==> config.mk <==
export PLATFORM = sky130hd
export DESIGN_NAME = midi_track_event_parser
export DESIGN_NICKNAME = d
export VERILOG_FILES = /design/src/hw/rtl/mtep_pkg.sv /design/src/hw/rtl/mtep_ctx_mem.sv /design/src/hw/rtl/mtep_step.sv /design/src/hw/rtl/midi_track_event_parser.sv
export SDC_FILE = /design/constraint.sdc
export NUM_CORES = 2
export LEC_CHECK = 0
export BUFFER_PORTS_ARGS = -buffer_cell sky130_fd_sc_hd__buf_2
export CORE_MARGIN = 4
export CORE_UTILIZATION = 63
export CTS_CLUSTER_SIZE = 24
export DETAILED_ROUTE_END_ITERATION = 7
export HOLD_SLACK_MARGIN = 0.08
export PLACE_DENSITY = 0.8
export SLEW_MARGIN = 40
export SYNTH_ARGS = -nofsm -noshare
export SYNTH_HDL_FRONTEND = slang
export SYNTH_SLANG_ARGS = --single-unit
==> constraint.sdc <==
create_clock -name i_clk -period 30.1 [get_ports i_clk]
set_input_delay 4.515 -clock i_clk [delete_from_list [all_inputs] [get_ports i_clk]]
set_output_delay 4.515 -clock i_clk [all_outputs]
set_load 0.05 [all_outputs]
==> src/hw/rtl/mtep_pkg.sv <==
// Shared types, codes and a helper function for the MIDI track event parser.
// Holds the per-track context layout and its reset value; depends on nothing.
package mtep_pkg;

    localparam int TRACKS_DEFAULT = 16;
    localparam int TRACK_W        = 4;
    localparam int VLQ_W          = 28;
    localparam int TEMPO_W        = 24;

    localparam logic [TEMPO_W-1:0] TEMPO_RESET = 24'd1000000;

    localparam logic [7:0] ST_SYSTEM  = 8'hF0;
    localparam logic [7:0] ST_SYSEX   = 8'hF0;
    localparam logic [7:0] ST_ESCAPE  = 8'hF7;
    localparam logic [7:0] ST_META    = 8'hFF;
    localparam logic [7:0] ST_SONGPOS = 8'hF2;
    localparam logic [7:0] ST_SONGSEL = 8'hF3;
    localparam logic [7:0] META_EOT   = 8'h2F;
    localparam logic [7:0] META_TEMPO = 8'h51;
    localparam logic [7:0] META_TSIG  = 8'h58;

    localparam logic [2:0] KIND_CHANNEL = 3'd0;
    localparam logic [2:0] KIND_SYSEX   = 3'd1;
    localparam logic [2:0] KIND_META    = 3'd2;
    localparam logic [2:0] KIND_COMMON  = 3'd3;
    localparam logic [2:0] KIND_END     = 3'd4;
    localparam logic [2:0] KIND_ERROR   = 3'd5;

    typedef enum logic [7:0] {
        PH_DELTA  = 8'b0000_0001,
        PH_STATUS = 8'b0000_0010,
        PH_D1     = 8'b0000_0100,
        PH_D2     = 8'b0000_1000,
        PH_MTYPE  = 8'b0001_0000,
        PH_LEN    = 8'b0010_0000,
        PH_BODY   = 8'b0100_0000,
        PH_END    = 8'b1000_0000
    } t_phase;

    typedef struct packed {
        t_phase             phase;
        logic [VLQ_W-1:0]   delta;
        logic [7:0]         running;
        logic [7:0]         status;
        logic [7:0]         d1;
        logic [VLQ_W-1:0]   remain;
        logic [1:0]         count;
        logic [TEMPO_W-1:0] cap;
    } t_ctx;

    localparam t_ctx CTX_RESET = '{
        phase:   PH_DELTA,
        delta:   '0,
        running: '0,
        status:  '0,
        d1:      '0,
        remain:  '0,
        count:   '0,
        cap:     '0
    };

    typedef struct packed {
        logic               valid;
        logic [2:0]         kind;
        logic [VLQ_W-1:0]   delta;
        logic [7:0]         status;
        logic [7:0]         d1;
        logic [7:0]         d2;
        logic [TEMPO_W-1:0] tempo;
        logic [7:0]         beat;
    } t_event;

    function automatic logic [1:0] data_needed(input logic [7:0] s);
        logic [1:0] n;
        if (s < ST_SYSTEM) begin
            n = (s[6:5] == 2'b10) ? 2'd1 : 2'd2;
        end else if (s == ST_SONGPOS) begin
            n = 2'd2;
        end else if (s == ST_SONGSEL) begin
            n = 2'd1;
        end else begin
            n = 2'd0;
        end
        return n;
    endfunction

endpackage

==> src/hw/rtl/mtep_ctx_mem.sv <==
// Per-track context store: one synchronous memory with a registered read port.
// Entries never written since reset read as the idle context; uses mtep_pkg.
module mtep_ctx_mem #(
    parameter int TRACKS = mtep_pkg::TRACKS_DEFAULT,
    parameter int IDX_W  = (TRACKS > 1) ? $clog2(TRACKS) : 1
) (
    input  logic             i_clk,
    input  logic             i_rst_n,
    input  logic             i_rd_en,
    input  logic [IDX_W-1:0] i_rd_addr,
    output mtep_pkg::t_ctx   o_rd_data,
    input  logic             i_wr_en,
    input  logic [IDX_W-1:0] i_wr_addr,
    input  mtep_pkg::t_ctx   i_wr_data
);
    import mtep_pkg::*;

    t_ctx              r_mem [0:TRACKS-1];
    logic [TRACKS-1:0] r_vld;
    t_ctx              r_rd_data;
    logic              r_rd_vld;

    always_ff @(posedge i_clk) begin
        if (i_wr_en) begin
            r_mem[i_wr_addr] <= i_wr_data;
        end
        if (i_rd_en) begin
            r_rd_data <= r_mem[i_rd_addr];
        end
    end

    always_ff @(posedge i_clk) begin
        if (!i_rst_n) begin
            r_vld    <= '0;
            r_rd_vld <= 1'b0;
        end else begin
            if (i_rd_en) begin
                r_rd_vld <= r_vld[i_rd_addr];
            end
            if (i_wr_en) begin
                r_vld[i_wr_addr] <= 1'b1;
            end
        end
    end

    assign o_rd_data = r_rd_vld ? r_rd_data : CTX_RESET;

endmodule

==> src/hw/rtl/mtep_step.sv <==
// Next-context logic: advances one track context by one byte and forms the event.
// Purely combinational; uses the types and codes of mtep_pkg.
module mtep_step (
    input  mtep_pkg::t_ctx            i_ctx,
    input  logic [7:0]                i_byte,
    input  logic                      i_restart,
    input  logic [mtep_pkg::TEMPO_W-1:0] i_tempo,
    input  logic [7:0]                i_beat,
    output mtep_pkg::t_ctx            o_ctx,
    output mtep_pkg::t_event          o_event
);
    import mtep_pkg::*;

    t_ctx               cur;
    t_ctx               nxt;
    logic               fin;
    logic               body_end;
    t_phase             fin_phase;
    logic [2:0]         kind;
    logic [7:0]         d2;
    logic [TEMPO_W-1:0] tempo;
    logic [7:0]         beat;
    logic [VLQ_W-1:0]   len_acc;

    always_comb begin
        cur       = i_restart ? CTX_RESET : i_ctx;
        nxt       = cur;
        fin       = 1'b0;
        body_end  = 1'b0;
        fin_phase = PH_DELTA;
        kind      = KIND_CHANNEL;
        d2        = '0;
        tempo     = i_tempo;
        beat      = i_beat;
        len_acc   = {cur.remain[VLQ_W-8:0], i_byte[6:0]};

        unique case (cur.phase)
            PH_DELTA: begin
                nxt.delta = {cur.delta[VLQ_W-8:0], i_byte[6:0]};
                if (!i_byte[7]) begin
                    nxt.phase = PH_STATUS;
                end
            end
            PH_STATUS: begin
                nxt.d1 = '0;
                if (i_byte[7]) begin
                    nxt.status = i_byte;
                    if (i_byte < ST_SYSTEM) begin
                        nxt.running = i_byte;
                    end
                    if (i_byte == ST_SYSEX || i_byte == ST_ESCAPE) begin
                        nxt.remain = '0;
                        nxt.phase  = PH_LEN;
                    end else if (i_byte == ST_META) begin
                        nxt.phase = PH_MTYPE;
                    end else if (data_needed(i_byte) == 2'd0) begin
                        fin  = 1'b1;
                        kind = (i_byte < ST_SYSTEM) ? KIND_CHANNEL : KIND_COMMON;
                    end else begin
                        nxt.phase = PH_D1;
                    end
                end else if (cur.running == 8'd0) begin
                    nxt.status = '0;
                    nxt.d1     = i_byte;
                    fin        = 1'b1;
                    kind       = KIND_ERROR;
                end else begin
                    nxt.status = cur.running;
                    nxt.d1     = i_byte;
                    if (data_needed(cur.running) <= 2'd1) begin
                        fin  = 1'b1;
                        kind = KIND_CHANNEL;
                    end else begin
                        nxt.phase = PH_D2;
                    end
                end
            end
            PH_D1: begin
                nxt.d1 = i_byte;
                if (data_needed(cur.status) <= 2'd1) begin
                    fin  = 1'b1;
                    kind = (cur.status < ST_SYSTEM) ? KIND_CHANNEL : KIND_COMMON;
                end else begin
                    nxt.phase = PH_D2;
                end
            end
            PH_D2: begin
                d2   = i_byte;
                fin  = 1'b1;
                kind = (cur.status < ST_SYSTEM) ? KIND_CHANNEL : KIND_COMMON;
            end
            PH_MTYPE: begin
                nxt.d1     = i_byte;
                nxt.remain = '0;
                nxt.phase  = PH_LEN;
            end
            PH_LEN: begin
                nxt.remain = len_acc;
                if (!i_byte[7]) begin
                    nxt.count = '0;
                    nxt.cap   = '0;
                    if (len_acc == '0) begin
                        body_end = 1'b1;
                    end else begin
                        nxt.phase = PH_BODY;
                    end
                end
            end
            PH_BODY: begin
                case (cur.count)
                    2'd0: nxt.cap[23:16] = cur.cap[23:16] | i_byte;
                    2'd1: nxt.cap[15:8]  = cur.cap[15:8] | i_byte;
                    2'd2: nxt.cap[7:0]   = cur.cap[7:0] | i_byte;
                    default: ;
                endcase
                if (cur.count != 2'd3) begin
                    nxt.count = cur.count + 2'd1;
                end
                nxt.remain = cur.remain - VLQ_W'(1);
                if (nxt.remain == '0) begin
                    body_end = 1'b1;
                end
            end
            default: ;
        endcase

        if (body_end) begin
            fin = 1'b1;
            if (nxt.status != ST_META) begin
                kind = KIND_SYSEX;
            end else if (nxt.d1 == META_EOT) begin
                kind      = KIND_END;
                fin_phase = PH_END;
            end else begin
                kind = KIND_META;
                if (nxt.d1 == META_TEMPO && nxt.count == 2'd3) begin
                    tempo = nxt.cap;
                end else if (nxt.d1 == META_TSIG && nxt.count == 2'd3) begin
                    beat = nxt.cap[7:0];
                end
            end
        end

        o_event.valid  = fin;
        o_event.kind   = kind;
        o_event.delta  = nxt.delta;
        o_event.status = nxt.status;
        o_event.d1     = nxt.d1;
        o_event.d2     = d2;
        o_event.tempo  = tempo;
        o_event.beat   = beat;

        if (fin) begin
            nxt.delta = '0;
            nxt.phase = fin_phase;
        end
        o_ctx = nxt;
    end

endmodule

==> src/hw/rtl/midi_track_event_parser.sv <==
// MIDI track event parser: per-track contexts in a memory, read-modify-write per beat.
// Beats are registered with their context reads into the context stage; completed events
// go into the output register. Throughput: one input beat per cycle unless the output
// stalls, which holds the pipeline; writes forward to later reads of the same track.
// Reset clears all contexts to awaiting delta at once, tempo to 1000000, beat ticks to 0.
// Depends on mtep_pkg, mtep_ctx_mem and mtep_step.
module midi_track_event_parser #(
    parameter int TRACKS = mtep_pkg::TRACKS_DEFAULT
) (
    input  logic                           i_clk,
    input  logic                           i_rst_n,
    input  logic                           i_valid,
    output logic                           o_stall,
    input  logic [mtep_pkg::TRACK_W-1:0]   i_track_number,
    input  logic [7:0]                     i_data_byte,
    input  logic                           i_restart,
    output logic                           o_valid,
    input  logic                           i_stall,
    output logic [mtep_pkg::TRACK_W-1:0]   o_track_tag,
    output logic [mtep_pkg::VLQ_W-1:0]     o_delta_ticks,
    output logic [2:0]                     o_event_kind,
    output logic [7:0]                     o_status_code,
    output logic [7:0]                     o_first_data,
    output logic [7:0]                     o_second_data,
    output logic [mtep_pkg::TEMPO_W-1:0]   o_tempo_value,
    output logic [7:0]                     o_beat_ticks
);
    import mtep_pkg::*;

    localparam int IDX_W = (TRACKS > 1) ? $clog2(TRACKS) : 1;
    localparam int TN_W  = 9;

    logic               w_in_range;
    logic               w_accept;
    logic               w_adv;
    logic               w_fire;
    logic [IDX_W-1:0]   w_addr;
    t_ctx               w_rd_ctx;
    t_ctx               w_ctx_in;
    t_ctx               w_ctx_out;
    t_event             w_event;

    logic               r_s1_valid;
    logic [TRACK_W-1:0] r_s1_track;
    logic [IDX_W-1:0]   r_s1_addr;
    logic [7:0]         r_s1_byte;
    logic               r_s1_restart;

    logic               r_wb_valid;
    logic [IDX_W-1:0]   r_wb_addr;
    t_ctx               r_wb_ctx;

    logic [TEMPO_W-1:0] r_tempo;
    logic [7:0]         r_beat;

    logic               r_o_valid;
    logic [TRACK_W-1:0] r_o_track;
    t_event             r_o_event;

    assign w_in_range = (TN_W'(i_track_number) < TN_W'(TRACKS));
    assign w_addr     = IDX_W'(i_track_number);
    assign w_adv      = !r_o_valid || !i_stall;
    assign o_stall    = r_s1_valid && !w_adv;
    assign w_accept   = i_valid && !o_stall;
    assign w_fire     = r_s1_valid && w_adv;
    assign w_ctx_in   = (r_wb_valid && r_wb_addr == r_s1_addr) ? r_wb_ctx : w_rd_ctx;

    mtep_ctx_mem #(
        .TRACKS (TRACKS),
        .IDX_W  (IDX_W)
    ) u_ctx_mem (
        .i_clk     (i_clk),
        .i_rst_n   (i_rst_n),
        .i_rd_en   (w_accept),
        .i_rd_addr (w_addr),
        .o_rd_data (w_rd_ctx),
        .i_wr_en   (w_fire),
        .i_wr_addr (r_s1_addr),
        .i_wr_data (w_ctx_out)
    );

    mtep_step u_step (
        .i_ctx     (w_ctx_in),
        .i_byte    (r_s1_byte),
        .i_restart (r_s1_restart),
        .i_tempo   (r_tempo),
        .i_beat    (r_beat),
        .o_ctx     (w_ctx_out),
        .o_event   (w_event)
    );

    always_ff @(posedge i_clk) begin
        if (!i_rst_n) begin
            r_s1_valid <= 1'b0;
            r_wb_valid <= 1'b0;
            r_o_valid  <= 1'b0;
            r_tempo    <= TEMPO_RESET;
            r_beat     <= '0;
        end else begin
            if (w_accept) begin
                r_s1_valid <= w_in_range;
            end else if (w_adv) begin
                r_s1_valid <= 1'b0;
            end
            if (w_fire) begin
                r_wb_valid <= 1'b1;
                r_tempo    <= w_event.tempo;
                r_beat     <= w_event.beat;
            end
            if (w_adv) begin
                r_o_valid <= w_fire && w_event.valid;
            end
        end
    end

    always_ff @(posedge i_clk) begin
        if (w_accept) begin
            r_s1_track   <= i_track_number;
            r_s1_addr    <= w_addr;
            r_s1_byte    <= i_data_byte;
            r_s1_restart <= i_restart;
        end
        if (w_fire) begin
            r_wb_addr <= r_s1_addr;
            r_wb_ctx  <= w_ctx_out;
        end
        if (w_fire && w_event.valid) begin
            r_o_track <= r_s1_track;
            r_o_event <= w_event;
        end
    end

    assign o_valid       = r_o_valid;
    assign o_track_tag   = r_o_track;
    assign o_delta_ticks = r_o_event.delta;
    assign o_event_kind  = r_o_event.kind;
    assign o_status_code = r_o_event.status;
    assign o_first_data  = r_o_event.d1;
    assign o_second_data = r_o_event.d2;
    assign o_tempo_value = r_o_event.tempo;
    assign o_beat_ticks  = r_o_event.beat;

    a_stall_needs_item: assert property (@(posedge i_clk) disable iff (!i_rst_n)
        o_stall |-> r_s1_valid)
        else $error("input stalled with no item in the context stage");

    a_result_from_stage: assert property (@(posedge i_clk) disable iff (!i_rst_n)
        $rose(r_o_valid) |-> $past(r_s1_valid))
        else $error("result appeared without an item in the context stage");

    a_tempo_only_on_fire: assert property (@(posedge i_clk) disable iff (!i_rst_n)
        !$stable(r_tempo) |-> $past(w_fire))
        else $error("tempo changed without a context update");

    a_beat_only_on_fire: assert property (@(posedge i_clk) disable iff (!i_rst_n)
        !$stable(r_beat) |-> $past(w_fire))
        else $error("beat ticks changed without a context update");

endmodule
==> impl_metrics.ini <==
[clocking]
cts_buffer_depth = 3
cts_sinks = 2212
htreeDepth = 4
clock_latency_ps = 840
cts_tree = built
cts-root-buf = clkbuf_16
cts_buffers = 205
cts_setup_buffers = 0
cts.repair.resized = 0
path_clk_slew_ps = 60
cts_hold_buf = 0

[global_route]
grt_max_degree = 109
antenna_found_initial = 6
globalRoute.totalOverflow = 0
track_usage = 0.325
grt_pass1_vias = 47290
grt_pass1_wl_mm = 333

[timing]
slew_viol_final = 0
final.period_utilization = 0.321
fin_skew_ps = 38.1
finalCriticalPeriod_ps = 9650
setup_ws_ps = 20450
worst_pin_slew_ps = 891
hold_viol_final = 0
rsz0062_at_grt = false
slew-limit-headroom = 0.406
max_freq_mhz = 104
report.final.setup_viol = 0
finalSetupTns_ps = 0

[yosys]
async_flop_share = 0
synth_top_cell_area_share = 0.749
synthAdderAreaFrac = 0.000289
yosysTopAreaCell = edfxtp_1
synth_compound_area_frac = 0.0263
yosys.area_share.simple = 0.0344
synthXorXnorAreaFrac = 0.00289
syn_area_per_cell_um2 = 20.8
synth_edf_count = 2160
synthMuxAreaShare = 0.163
ys_seq_area_frac = 0.761
synthCells = 4171
synth_top_family_by_area = multiplexers
yosysUniqueCellTypes = 78
synth_seq_cells = 2212
synthTopCellsByArea = edfxtp_1 (75%), mux4_2 (15%), dfxtp_1 (1.2%), nand2_1 (0.85%), mux2_2 (0.73%)
syn_nets = 4190
ys.flop_type = edfxtp_1
netlist_area_mm2 = 0.0866
yosys_warnings = 0

[detailed_routing]
firstDrtPassIters = 8
wl_mm = 229
antenna_left = 0
remaining_drc_errors = 28
viasPerCell = 7.33
dr.first_iter.drc_count = 7466
post_drt_wl_per_cell_um = 36.1
vias = 46564

[place]
routabilityCongestion = 0.981
dp_hpwl_mm = 112
io_buffer_count = 109
pre_cts_ws_ps = 20460

[final_layout]
syn2layout_area_growth_pct = 12.0
fin_util = 0.714
nFillCells = 7298
drive_gt1_frac = 0.283
layout.nets = 4416
layout_common_cells = edfxtp_1 (2160), mux4_2 (575), clkbuf_16 (209)
final_common_cell = edfxtp_1

[worst_setup_path]
cp_cell_sequence = buf_2 -> and3_1 -> buf_2
crit_fanout = 3
cp.required_ps = 25590
critPathKind = in2out
crit_slowest_cell = buf_2
ff2ff_setup_slack_ps = 22090
worst_path_most_repeated_cell = buf_2
end_kind = output port
crit_arrival_ps = 5140
setup.worst_path.start_class = input port
max_stage_delay_ps = 290

[die]
pin_count = 110
rows = 135
die_x_um = 379
initial_utilization = 0.637
die_h_um = 379
core_mm2 = 0.136
dieArea_mm2 = 0.144

[power]
p_leak_uw = 0.0317
p_per_area_mw_per_mm2 = 63.9
ir_drop_mv = 0.0573

[job]
max-cap-violations = 0

[run_status]
status = complete, but fails checks
violations = DRC

[worst_hold_path]
hold_path_class = reg2reg
-- state kept, by name, indices dropped and copies added, names as in the netlist, 8 cells and up --
signal,count
r_tempo,24
r_beat,8
u_ctx_mem.r_vld,16
r_wb_ctx,114
o_first_data,8
u_ctx_mem.r_rd_data,114
o_second_data,8
o_status_code,8
o_delta_ticks,28
u_ctx_mem.r_mem,1824
o_beat_ticks,8
o_tempo_value,24
r_s1_byte,8
-- power by group --
| part | switching [uW] | leakage [uW] | internal (uW) |
|---|---|---|---|
| Sequential | 22.5 | 0.0210 | 3380 |
| Combinational | 132 | 0.00750 | 90.6 |
| Clock | 1120 | 0.00322 | 1450 |
-- Yosys cell counts, types with 31 or more instances --
library cell	count
a21oi_1	125
and3_1	50
buf_1	49
clkbuf_1	162
dfxtp_1	52
edfxtp_1	2160
mux2_2	56
mux2i_1	40
mux4_2	575
nand2_1	196
nand3_1	82
nor2_1	126
nor2b_1	31
nor3_1	38
o21ai_0	91
-- worst max-delay path: cells and delay by family --
family | cells | cell delay (ps)
buffers and inverters | 2 | 380
AND/OR/NAND/NOR | 1 | 240
-- routing by layer --
layer | vias up | wire length [um] | track usage
li1 | 17822 | - | -
met1 | 23953 | 77900 | 0.434
met2 | 3977 | 113000 | 0.518
met3 | 812 | 26800 | 0.0789
met4 | 0 | 11800 | 0.148
met5 | - | 0 | 0
-- per-stage QoR --
step           instance area, um2  instances  hold slack (ps)  total power, uW
2_1_floorplan               86600       4171              431             3610
3_3_place_gp                89700       5950              439             3670
3_5_place_dp                90200       5964              451             3680
4_1_cts                     96800       6341              460             6220
5_1_grt                     97100       6348              480             6370
6_report                    97100       6353              462             6200
-- path summary, 6_finish.rpt --
kind                                    from                 to  cells after the start
worst max-delay path                 i_stall            o_stall                      3
worst min-delay path              r_tempo[0]         r_tempo[0]                      2
worst max register to register  r_s1_addr[0]  o_delta_ticks[12]                     20
worst min register to register    r_tempo[0]         r_tempo[0]                      2
-- cell families after synthesis --
kind of cell | count (synthesis)
buffers and inverters | 267
AOI/OAI and AO/OA | 368
xor gates and xnor gates | 26
and+or+nand+nor | 616
muxes | 680
DFF | 2212
adders and majority gates | 2
-- final cells by class --
type	instances	area, um2	area share
Antenna cell	5	12.5	0.000129
Timing Repair Buffer	269	2310	0.0238
Inverter	17	63.8	0.000657
Clock inverter	122	1140	0.0118
Clock buffer	255	5440	0.0561
Multi-Input combinational cell	1692	20000	0.206
Tap cell	1781	2230	0.0230
Sequential cell	2212	65900	0.679
(Power assumes the default switching activity.)
